==> src/rtl/ckit_pkg.sv <==
`default_nettype none

package ckit_pkg;

    // Table geometry.
    localparam int CAPACITY  = 64;
    localparam int KEY_WIDTH = 32;
    localparam int IDX_W     = $clog2(CAPACITY);
    localparam int CNT_W     = $clog2(CAPACITY + 1);

    // Command codes carried on the input channel.
    typedef enum logic [1:0] {
        CMD_LOOKUP = 2'd0,
        CMD_ADD    = 2'd1,
        CMD_REMOVE = 2'd2
    } t_cmd;

    // Status codes returned on the output channel.
    typedef enum logic [1:0] {
        ST_PRESENT = 2'd0,
        ST_ADDED   = 2'd1,
        ST_ABSENT  = 2'd2,
        ST_FULL    = 2'd3
    } t_status;

    // Control broadcast from the top level to every cell of the row.
    typedef struct packed {
        logic [CNT_W-1:0] count;
        logic [IDX_W-1:0] pos;
        logic             append;
        logic             remove;
    } t_cell_ctrl;

endpackage

`default_nettype wire

==> src/rtl/ckit_cell.sv <==
`default_nettype none

module ckit_cell
    import ckit_pkg::*;
(
    input  wire logic                 i_clk,
    input  wire t_cell_ctrl           i_ctrl,
    input  wire logic [IDX_W-1:0]     i_index,
    input  wire logic [KEY_WIDTH-1:0] i_key,
    input  wire logic [KEY_WIDTH-1:0] i_next_key,
    output      logic [KEY_WIDTH-1:0] o_key,
    output      logic                 o_match
);

    logic [KEY_WIDTH-1:0] r_key;
    logic [KEY_WIDTH-1:0] n_key;
    logic                 w_in_use;

    // The cell holds a live key only below the current fill level.
    assign w_in_use = {1'b0, i_index} < i_ctrl.count;
    assign o_match  = w_in_use && (r_key == i_key);
    assign o_key    = r_key;

    // An append lands in the first free cell; a remove pulls the neighbor's
    // key into every cell at or above the removed position.
    always_comb begin
        n_key = r_key;
        if (i_ctrl.append && ({1'b0, i_index} == i_ctrl.count)) begin
            n_key = i_key;
        end else if (i_ctrl.remove && (i_index >= i_ctrl.pos)) begin
            n_key = i_next_key;
        end
    end

    always_ff @(posedge i_clk) begin
        r_key <= n_key;
    end

endmodule

`default_nettype wire

==> src/rtl/compacting_key_index_table.sv <==
`default_nettype none

// Compacting key index table: a dense, ordered list of up to CAPACITY distinct
// keys, where a key's position is its index. Each transaction carries a
// command (lookup, add or remove) and a key, and yields exactly one result
// with a status, the key's index and the number of keys held afterwards. The
// keys live in a row of cells; every cell compares its key with the incoming
// one in parallel and, on a remove, each cell at or above the removed position
// takes its upper neighbor's key. The block takes one transaction per cycle;
// the result appears in an output register in the cycle after acceptance, and
// a new transaction is accepted whenever that register is empty or its result
// is taken in the same cycle. No clearing pass is needed after reset.
module compacting_key_index_table
    import ckit_pkg::*;
(
    input  wire logic             i_clk,
    input  wire logic             i_rst_n,
    input  wire logic             i_in_valid,
    output      logic             o_in_ready,
    input  wire logic [1:0]       i_cmd,
    input  wire logic [31:0]      i_key_value,
    output      logic             o_out_valid,
    input  wire logic             i_out_ready,
    output      logic [1:0]       o_status,
    output      logic [IDX_W-1:0] o_slot_index,
    output      logic [CNT_W-1:0] o_occupancy
);

    logic                 r_out_valid;
    logic                 n_out_valid;
    logic [CNT_W-1:0]     r_count;
    logic [CNT_W-1:0]     n_count;
    t_status              r_status;
    t_status              n_status;
    logic [IDX_W-1:0]     r_slot;
    logic [IDX_W-1:0]     n_slot;

    logic                 w_accept;
    logic [KEY_WIDTH-1:0] w_key;
    logic [CAPACITY-1:0]  w_match;
    logic                 w_hit;
    logic [IDX_W-1:0]     w_pos;
    logic                 w_full;
    t_cell_ctrl           w_ctrl;
    logic [KEY_WIDTH-1:0] w_cell_key [CAPACITY];

    assign w_accept = i_in_valid && o_in_ready;
    assign w_key    = i_key_value[KEY_WIDTH-1:0];
    assign w_full   = r_count >= CNT_W'(CAPACITY);

    // Keys are distinct, so at most one cell matches; OR its index together.
    always_comb begin
        w_pos = '0;
        for (int i = 0; i < CAPACITY; i++) begin
            if (w_match[i]) begin
                w_pos = w_pos | IDX_W'(i);
            end
        end
    end
    assign w_hit = |w_match;

    // Command decode, result and new fill level.
    always_comb begin
        n_status = ST_ABSENT;
        n_slot   = '0;
        n_count  = r_count;
        case (t_cmd'(i_cmd))
            CMD_ADD: begin
                if (w_hit) begin
                    n_status = ST_PRESENT;
                    n_slot   = w_pos;
                end else if (w_full) begin
                    n_status = ST_FULL;
                end else begin
                    n_status = ST_ADDED;
                    n_slot   = r_count[IDX_W-1:0];
                    n_count  = r_count + CNT_W'(1);
                end
            end
            CMD_REMOVE: begin
                if (w_hit) begin
                    n_status = ST_PRESENT;
                    n_slot   = w_pos;
                    n_count  = r_count - CNT_W'(1);
                end
            end
            default: begin
                if (w_hit) begin
                    n_status = ST_PRESENT;
                    n_slot   = w_pos;
                end
            end
        endcase
    end

    // Control broadcast to the cell row.
    always_comb begin
        w_ctrl.count  = r_count;
        w_ctrl.pos    = w_pos;
        w_ctrl.append = w_accept && (t_cmd'(i_cmd) == CMD_ADD) && !w_hit && !w_full;
        w_ctrl.remove = w_accept && (t_cmd'(i_cmd) == CMD_REMOVE) && w_hit;
    end

    // The row of key cells; the top cell feeds back its own key on a shift.
    for (genvar g = 0; g < CAPACITY; g++) begin : g_cell
        logic [KEY_WIDTH-1:0] w_next;
        if (g == CAPACITY - 1) begin : g_top
            assign w_next = w_cell_key[g];
        end else begin : g_mid
            assign w_next = w_cell_key[g + 1];
        end
        ckit_cell u_cell (
            .i_clk      (i_clk),
            .i_ctrl     (w_ctrl),
            .i_index    (IDX_W'(g)),
            .i_key      (w_key),
            .i_next_key (w_next),
            .o_key      (w_cell_key[g]),
            .o_match    (w_match[g])
        );
    end

    // Output register handshake.
    assign o_in_ready  = !r_out_valid || i_out_ready;
    assign n_out_valid = w_accept || (r_out_valid && !i_out_ready);

    always_ff @(posedge i_clk) begin
        if (!i_rst_n) begin
            r_out_valid <= 1'b0;
            r_count     <= '0;
        end else begin
            r_out_valid <= n_out_valid;
            if (w_accept) begin
                r_count <= n_count;
            end
        end
    end

    always_ff @(posedge i_clk) begin
        if (w_accept) begin
            r_status <= n_status;
            r_slot   <= n_slot;
        end
    end

    assign o_out_valid  = r_out_valid;
    assign o_status     = r_status;
    assign o_slot_index = r_slot;
    assign o_occupancy  = r_count;

endmodule

`default_nettype wire

==> config.mk <==
export PLATFORM = sky130hd
export DESIGN_NAME = compacting_key_index_table
export DESIGN_NICKNAME = d
export VERILOG_FILES = /design/src/rtl/ckit_pkg.sv /design/src/rtl/ckit_cell.sv /design/src/rtl/compacting_key_index_table.sv
export SDC_FILE = /design/constraint.sdc
export NUM_CORES = 2
export LEC_CHECK = 0
export BUFFER_PORTS_ARGS = -buffer_cell sky130_fd_sc_hd__buf_2
export CORE_ASPECT_RATIO = 0.8
export CORE_MARGIN = 2
export CORE_UTILIZATION = 65
export CTS_BUF_LIST = sky130_fd_sc_hd__clkbuf_16
export DETAILED_ROUTE_END_ITERATION = 16
export HOLD_SLACK_MARGIN = 0.05
export PLACE_DENSITY_LB_ADDON = 0.25
export SLEW_MARGIN = 10
export SYNTH_ARGS = -nofsm -noshare
export SYNTH_HDL_FRONTEND = slang
export SYNTH_SLANG_ARGS = --single-unit
==> constraint.sdc <==
create_clock -name i_clk -period 8.02 [get_ports i_clk]
set_input_delay 0.401 -clock i_clk [delete_from_list [all_inputs] [get_ports i_clk]]
set_output_delay 0.401 -clock i_clk [all_outputs]
set_load 0.005 [all_outputs]
Word-level counts from Yosys, hierarchy flattened
Index checks and enable logic that the tools add are counted.
- $add $sub $neg: 2
- order comparisons: 128
- equal/unequal tests: 134
- muxes and demuxes: 281
- reduce and logical (&&, ||, !) cells: 271
- operators with widths (kind ; count):
    $mux W32 ; 190
    $eq A32 B32 Y1 ; 64
    $mux W6 ; 40
    $eq A6 B7 Y1 const A ; 32
    $lt A6 B7 Y1 const A ; 32
    $logic_and A1 B1 Y1 ; 198
    $ge A6 B6 Y1 const A ; 31
    $reduce_bool A2 Y1 ; 63
    $eq A5 B7 Y1 const A ; 16
    $lt A5 B7 Y1 const A ; 16
    $ge A5 B6 Y1 const A ; 16
    $mux W5 ; 16
    $reduce_or A64 Y1 ; 1
    $mux W7 ; 9
    $eq A4 B7 Y1 const A ; 8
    $lt A4 B7 Y1 const A ; 8
    $ge A4 B6 Y1 const A ; 8
    $mux W4 ; 8
    $eq A3 B7 Y1 const A ; 4
    $lt A3 B7 Y1 const A ; 4
    $ge A3 B6 Y1 const A ; 4
    $mux W2 ; 10
    $eq A2 B7 Y1 const A ; 2
    $lt A1 B7 Y1 const A ; 2
    other kinds (22) ; 34
- flip-flop bits (word level): 2064
- bits of input ports: 38
- output and inout port bits: 17

Logic depth before layout (Yosys ltp)
- depth in word-level cells: 70
- depth in mapped cells: 19
- depth with buffers taken out: 10

By module
From an unflattened synthesis, not the netlist that was laid out.
- cells, all modules: 9891
- area, all modules: 138272.6 µm²
- by module, submodules not included (module ; times used ; cells an instance ; area each (µm²) ; sequential area each (µm²)):
    ckit_cell ; 64 ; 152 ; 2138.3 ; 960.9
    compacting_key_index_table ; 1 ; 163 ; 1421.4 ; 400.4

Worst setup path before layout
Ideal clock, no wire load.
- path kind: in2reg
- from: in i_key_value[29]
- to: reg g_cell[36].u_cell.r_key[0] (enable)
- library setup time: 533 ps
- arrival time: 6783 ps
- data required time: 7487 ps
- path slack: 704 ps
- stages on the path: 15
- path buffers: 6
- path through: buf_4 buf_6 buf_6 buf_6 xor2_1 nor4_1 nand3_1 a2111oi_0 nor4_2 nand4b_2 o41a_1 buf_2 clkbuf_1 nand2_1 o311ai_0
- longest elaborated chain between the ends: 68
- elaborated cells between the ends (all ways): 200
- RTL lines (what ; line ; RTL):
    start: declaration ; compacting_key_index_table.sv:21 ; input wire logic [31:0] i_key_value,
    $eq A32 B32 Y1 ; ckit_cell.sv:21 ; assign o_match = w_in_use && (r_key == i_key);
    $logic_and A1 B1 Y1 ; ckit_cell.sv:21 ;
    $mux W1 ; compacting_key_index_table.sv:55 ; if (w_match[i]) begin
    $mux W2 (2 in a row) ; compacting_key_index_table.sv:55 ;
    $mux W3 (4 in a row) ; compacting_key_index_table.sv:55 ;
    $mux W4 (8 in a row) ; compacting_key_index_table.sv:55 ;
    $mux W5 (16 in a row) ; compacting_key_index_table.sv:55 ;
    $mux W6 (32 in a row) ; compacting_key_index_table.sv:55 ;
    $ge A6 B6 Y1 ; ckit_cell.sv:30 ; end else if (i_ctrl.remove && (i_index >= i_ctrl.pos)) begin
    $logic_and A1 B1 Y1 ; ckit_cell.sv:30 ;
    $reduce_bool A2 Y1 (no source line) (*) ; n/a ;
    end signal: assignment ; ckit_cell.sv:36 ; r_key <= n_key;
    end: declaration ; ckit_cell.sv:15 ; logic [KEY_WIDTH-1:0] r_key;
Every way passes the cells marked *; elsewhere a longest branch is shown, timed or not.
A chain may end at the register's enable or synchronous reset.

Worst setup path in the final report
- from: reg r_count[2], in the netlist o_occupancy[2]
- to: reg g_cell[40].u_cell.r_key[27] (enable)
- longest elaborated chain between the ends: 68
- elaborated cells between the ends (all ways): 203
- RTL lines (what ; line ; RTL):
    start: declaration ; compacting_key_index_table.sv:31 ; logic [CNT_W-1:0] r_count;
    start signal: assignment ; compacting_key_index_table.sv:134 ; r_count <= n_count;
    $lt A1 B7 Y1 ; ckit_cell.sv:20 ; assign w_in_use = {1'b0, i_index} < i_ctrl.count;
    $logic_and A1 B1 Y1 ; ckit_cell.sv:21 ;
    $mux W1 ; compacting_key_index_table.sv:55 ;
    $mux W2 (2 in a row) ; compacting_key_index_table.sv:55 ;
    $mux W3 (4 in a row) ; compacting_key_index_table.sv:55 ;
    $mux W4 (8 in a row) ; compacting_key_index_table.sv:55 ;
    $mux W5 (16 in a row) ; compacting_key_index_table.sv:55 ;
    $mux W6 (32 in a row) ; compacting_key_index_table.sv:55 ;
    $ge A6 B6 Y1 ; ckit_cell.sv:30 ;
    $logic_and A1 B1 Y1 ; ckit_cell.sv:30 ;
    $reduce_bool A2 Y1 (no source line) (*) ; n/a ;
    end signal: assignment ; ckit_cell.sv:36 ;
    end: declaration ; ckit_cell.sv:15 ;
Marks and branches as above.

==> results list <==
- Measured slew at the worst slew-check pin: roughly 1.4 ns
- Based on the critical path, the design can be clocked at up to between 100 and 150 MHz.
- Post-route DRC violation count: 0
* Total global-route track usage: 36.6%
* Row Count: between 100 and 150
- Async set or reset register ratio after synthesis: 0%
- The run finished with clean final reports.
* Gates resized, CTS repair: 0
* Number of enable flip-flop cells after synthesis: 2056
- Across the whole layout, storage elements account for slightly above 60000 sq um.
- Dividing total power by cell area gives a power density of 180 nW/um^2.
- Vias per cell: about 6.7
- Wires add up to 342 mm.
- Summed over all instances, the cell type with the most area after synthesis is edfxtp_1.
* Die Outline Area: around 180000 sq um
- The Yosys step of the flow raised 0 warnings.
* Total power: between 20 and 25 mW
* Peak supply drop: ~0.23 mV
- Total nets after synthesis: 8059
- For this design the static power due to leakage is ~42 nW.
* Average cell area after synthesis: 14.6 sq um
* Max-cap check violation count: 0
- TritonCTS built the clock tree.
- Counting cells, the worst reg-to-reg path comes to 10.
* Post-CTS repair timing setup buffer count: 0
* Largest driver fanout on the critical path: 39
* Synth Cell Area: approximately 120000 sq um
* Hold Path Cell Cnt: 1
- In the synthesized netlist the dominant register cell turns out to be edfxtp_1.
- Average wire per standard cell: ~33 um
* Final weighted congestion in routability-driven placement: 1.03
- Buffers inserted during clock tree synthesis total 204.
- In the final layout, the share of cells above drive strength 1 is between 30% and 40%.
- Sorting the synthesized cells by area gives the leading types as edfxtp_1, mux2_2, xor2_1, xnor2_1, mux2_4.
- Worst slew margin: around 7.6%
* Antenna violations before repair: 23
* Global-route wire length before repair: 491 mm
- Total area of multi-input combinational cells: approximately 50000 sq um
* Area grow syn2layout: 6.66%
- Classification of the worst-slack hold path: in -> reg
- Input and output buffers added on the ports amount to between 50 and 60.
- The most critical setup path has its endpoint at g_cell[40].u_cell.o_key[27].
* Std-Cell Core Area: between 150000 and 200000 sq um
- The worst register-to-register path begins at o_occupancy[2].
- Worst-Skew Late Latency: roughly 0.87 ns
* Cell at the root of the clock tree: clkbuf_16
* 1st-pass router iterations: 6
* Library cells used by synthesis: 76
- In this run the biggest area consumer among cell types represents a little over half of the synthesized area.
* Die Wd: about 480 um
* Filler cell count in the final layout: 11900
- Number of nets still failing antenna checks after routing: 0
- The worst setup path is captured at a register.
- Adding up every negative setup slack in the final design gives 0 ns.
- In the final routing, the length of wire on met1 measures roughly 130 mm.
- STA classifies the critical path startpoint as a register.
* Data required, critical path: 8.51 ns
- Final number of hold-violating endpoints: 0
- Data arrival, critical path: a little under 8 ns
- Leftover overflow at the end of global routing: 0
* Die Y-Extent: 383 um
- The final layout contains between 7000 and 8000 nets.
* Routed wl met2: ~150 mm
- The smallest clock period supported by the final layout is computed as 7.37 ns.
- Summing the sequential cell areas from Yosys gives ~53% of the chip area.
- The wire-length estimate of the detail-placed layout is around 230 mm.
- The number of hold buffers added after CTS was 4.
- The highest layer touched by signal routing is met5.
* Number of synthesized register bits: between 2000 and 2500
- In this run the critical register-to-register path is captured at g_cell[40].u_cell.o_key[27].
- Largest buffer count on any clock path: 3
- Entering global routing, the biggest net connects 68 pins.
- Count of pins on the block boundary: 55
- Clock-pin slew was measured on the worst setup and hold paths at roughly 0.070 ns.
* Setup clock skew after layout: between 0.04 and 0.05 ns
- In this run the worst setup path begins at o_occupancy[2].
* Unrepaired setup endpoints after global routing: no
- The H-tree generated during clock tree synthesis spans 4 levels.
- Worst Path Class, Setup: reg -> reg
* Setup violations, final: 0
- Sink Count: a little over 2000
* Overall via count from detail_route: around 70000
* Number of standard cells after synthesis: ~8000
- The setup check on the worst reg-to-reg path leaves a slack of 0.65 ns.
- Once the floorplan was initialized, standard cells occupied 65.2% of the core.
- Pins Over Slew Limit: 0
- DR iter-0 viols: 9689
- Final period util: slightly above 90%
- The via count of the first global-routing pass was 68700.
- Routed met3 length: 40.3 mm
==> worst min path at each step <==
stage	from	slack, ns	endpoint
floorplan	i_key_value[0]	0.50	g_cell[63].u_cell.o_key[0]
global placement	o_out_valid	0.51	o_out_valid
detailed placement	o_out_valid	0.54	o_out_valid
CTS	i_key_value[30]	0.07	g_cell[63].u_cell.o_key[30]
global route	i_key_value[30]	0.08	g_cell[63].u_cell.o_key[30]
finish	i_key_value[30]	0.15	g_cell[63].u_cell.o_key[30]
==> metrics by stage <==
| step | hold WS [ns] | util (%) | area, sq um | instances | setup slack [ns] |
|---|---|---|---|---|---|
| 2_1_floorplan | 0.500 | - | 117000 | 8015 | 0.704 |
| 3_3_place_gp | 0.514 | 65.9 | 118000 | 10100 | 0.283 |
| 3_5_place_dp | 0.536 | 65.9 | 118000 | 10100 | 1.24 |
| 4_1_cts | 0.0659 | 69.5 | 124000 | 10400 | 1.30 |
| 5_1_grt | 0.0796 | 69.5 | 124000 | 10400 | 0.735 |
| 6_report | 0.148 | 69.5 | 124000 | 10400 | 0.651 |
==> flip-flops by register name (all words and copies together) (netlist names) <==
| signal | count |
|---|---|
| o_out_valid | 1 |
| o_slot_index | 6 |
| g_cell.u_cell.o_key | 2048 |
| o_occupancy | 7 |
| o_status | 2 |
==> layer usage <==
metal	GRT usage (%)	vias to the layer above
li1	-	29300
met1	51.2	35600
met2	55.0	4470
met3	8.83	837
met4	15.5	22
met5	0	-
==> area by class of cell <==
type	instances	area share, %
clock inverter	169	0.927
multi-input combinational	5219	40.0
antenna	7	0.0141
clock buffer	208	4.18
inverter	14	0.0422
sequential	2064	49.7
timing repair buffer	371	2.69
tap	2397	2.41
==> power by group <==
group / leakage (nW) / switching, mW / total (mW) / internal (mW)
Sequential: 18.6 / 0.0109 / 11.7 / 11.7
Combinational: 20.2 / 0.947 / 1.38 / 0.430
Clock: 3.30 / 4.27 / 9.34 / 5.07
Total: 42.0 / 5.23 / 22.4 / 17.2
==> worst max-delay path, cell delays in order, from the launching register on <==
cell      delay [ns]
dfxtp_2         0.90
nand2_1         0.72
o21ai_0         0.76
nand2_1         0.16
nor3_1          1.07
and4b_1         0.33
nand4b_2        0.17
o41a_1          0.84
nand2_1         0.88
o211ai_1        0.64
buf_4           0.49
==> synth_stat cells (all sizes together), types with 3 or more instances <==
cell     number
edfxtp     2056
mux2       2014
xor2       1101
xnor2       945
buf         531
nor4        314
nand4       293
clkbuf      187
nand3        99
nor3         64
nand2        54
nor2         44
a21oi        31
o21ai        26
and3         23
and4         20
a2111oi      19
nand2b       16
o21bai       15
or4          15
inv          14
nor2b        13
o211ai       13
and2          9
o311ai        9
dfxtp         8
nand4b        8
or3           7
ha            6
nand3b        6
a31o          5
a31oi         5
and4b         5
o2111ai       5
a211oi        4
a21o          4
and3b         3
nand4bb       3
nor4b         3
or2           3
==> placed cells by master, fill, tap and decap left out, types with 12 or more instances in the layout <==
| cell type | Yosys | final |
|---|---|---|
| clkinv_2 | 0 | 39 |
| inv_1 | 14 | 61 |
| nor4_1 | 307 | 300 |
| mux2_2 | 1349 | 1349 |
| edfxtp_1 | 2056 | 2056 |
| nor2b_1 | 13 | 12 |
| xnor2_1 | 945 | 945 |
| nand2_1 | 54 | 54 |
| nand3_4 | 16 | 16 |
| clkinv_1 | 0 | 55 |
| mux2_4 | 318 | 318 |
| nand2b_1 | 16 | 16 |
| nor3_1 | 63 | 61 |
| a21oi_1 | 31 | 31 |
| buf_12 | 2 | 39 |
| nor4_2 | 5 | 12 |
| buf_4 | 158 | 273 |
| and4_1 | 20 | 20 |
| buf_2 | 105 | 22 |
| o21ai_0 | 25 | 19 |
| and3_1 | 22 | 22 |
| mux2_1 | 347 | 347 |
| clkbuf_16 | 0 | 208 |
| a2111oi_0 | 17 | 13 |
| bufinv_16 | 0 | 12 |
| o211ai_1 | 13 | 13 |
| nor2_1 | 40 | 38 |
| buf_6 | 219 | 32 |
| or4_1 | 15 | 15 |
| nand4_4 | 12 | 12 |
| nand3_1 | 83 | 83 |
| xor2_1 | 1101 | 1101 |
| nand4_1 | 279 | 279 |
==> logic make-up (layout without fill, tap and decap cells) <==
kind of cell | after synthesis | after routing | synth area share [%]
compound gates | 145 | 145 | 0.883
xor+xnor | 2046 | 2046 | 15.4
fa+ha+maj | 6 | 6 | 0.0643
buf+inv | 732 | 762 | 4.55
flops | 2064 | 2064 | 53.1
mux | 2016 | 2016 | 20.5
other cells | 0 | 7 | 0
simple gates | 1006 | 1006 | 5.61
Note: power is estimated with default switching activity, not from simulation.
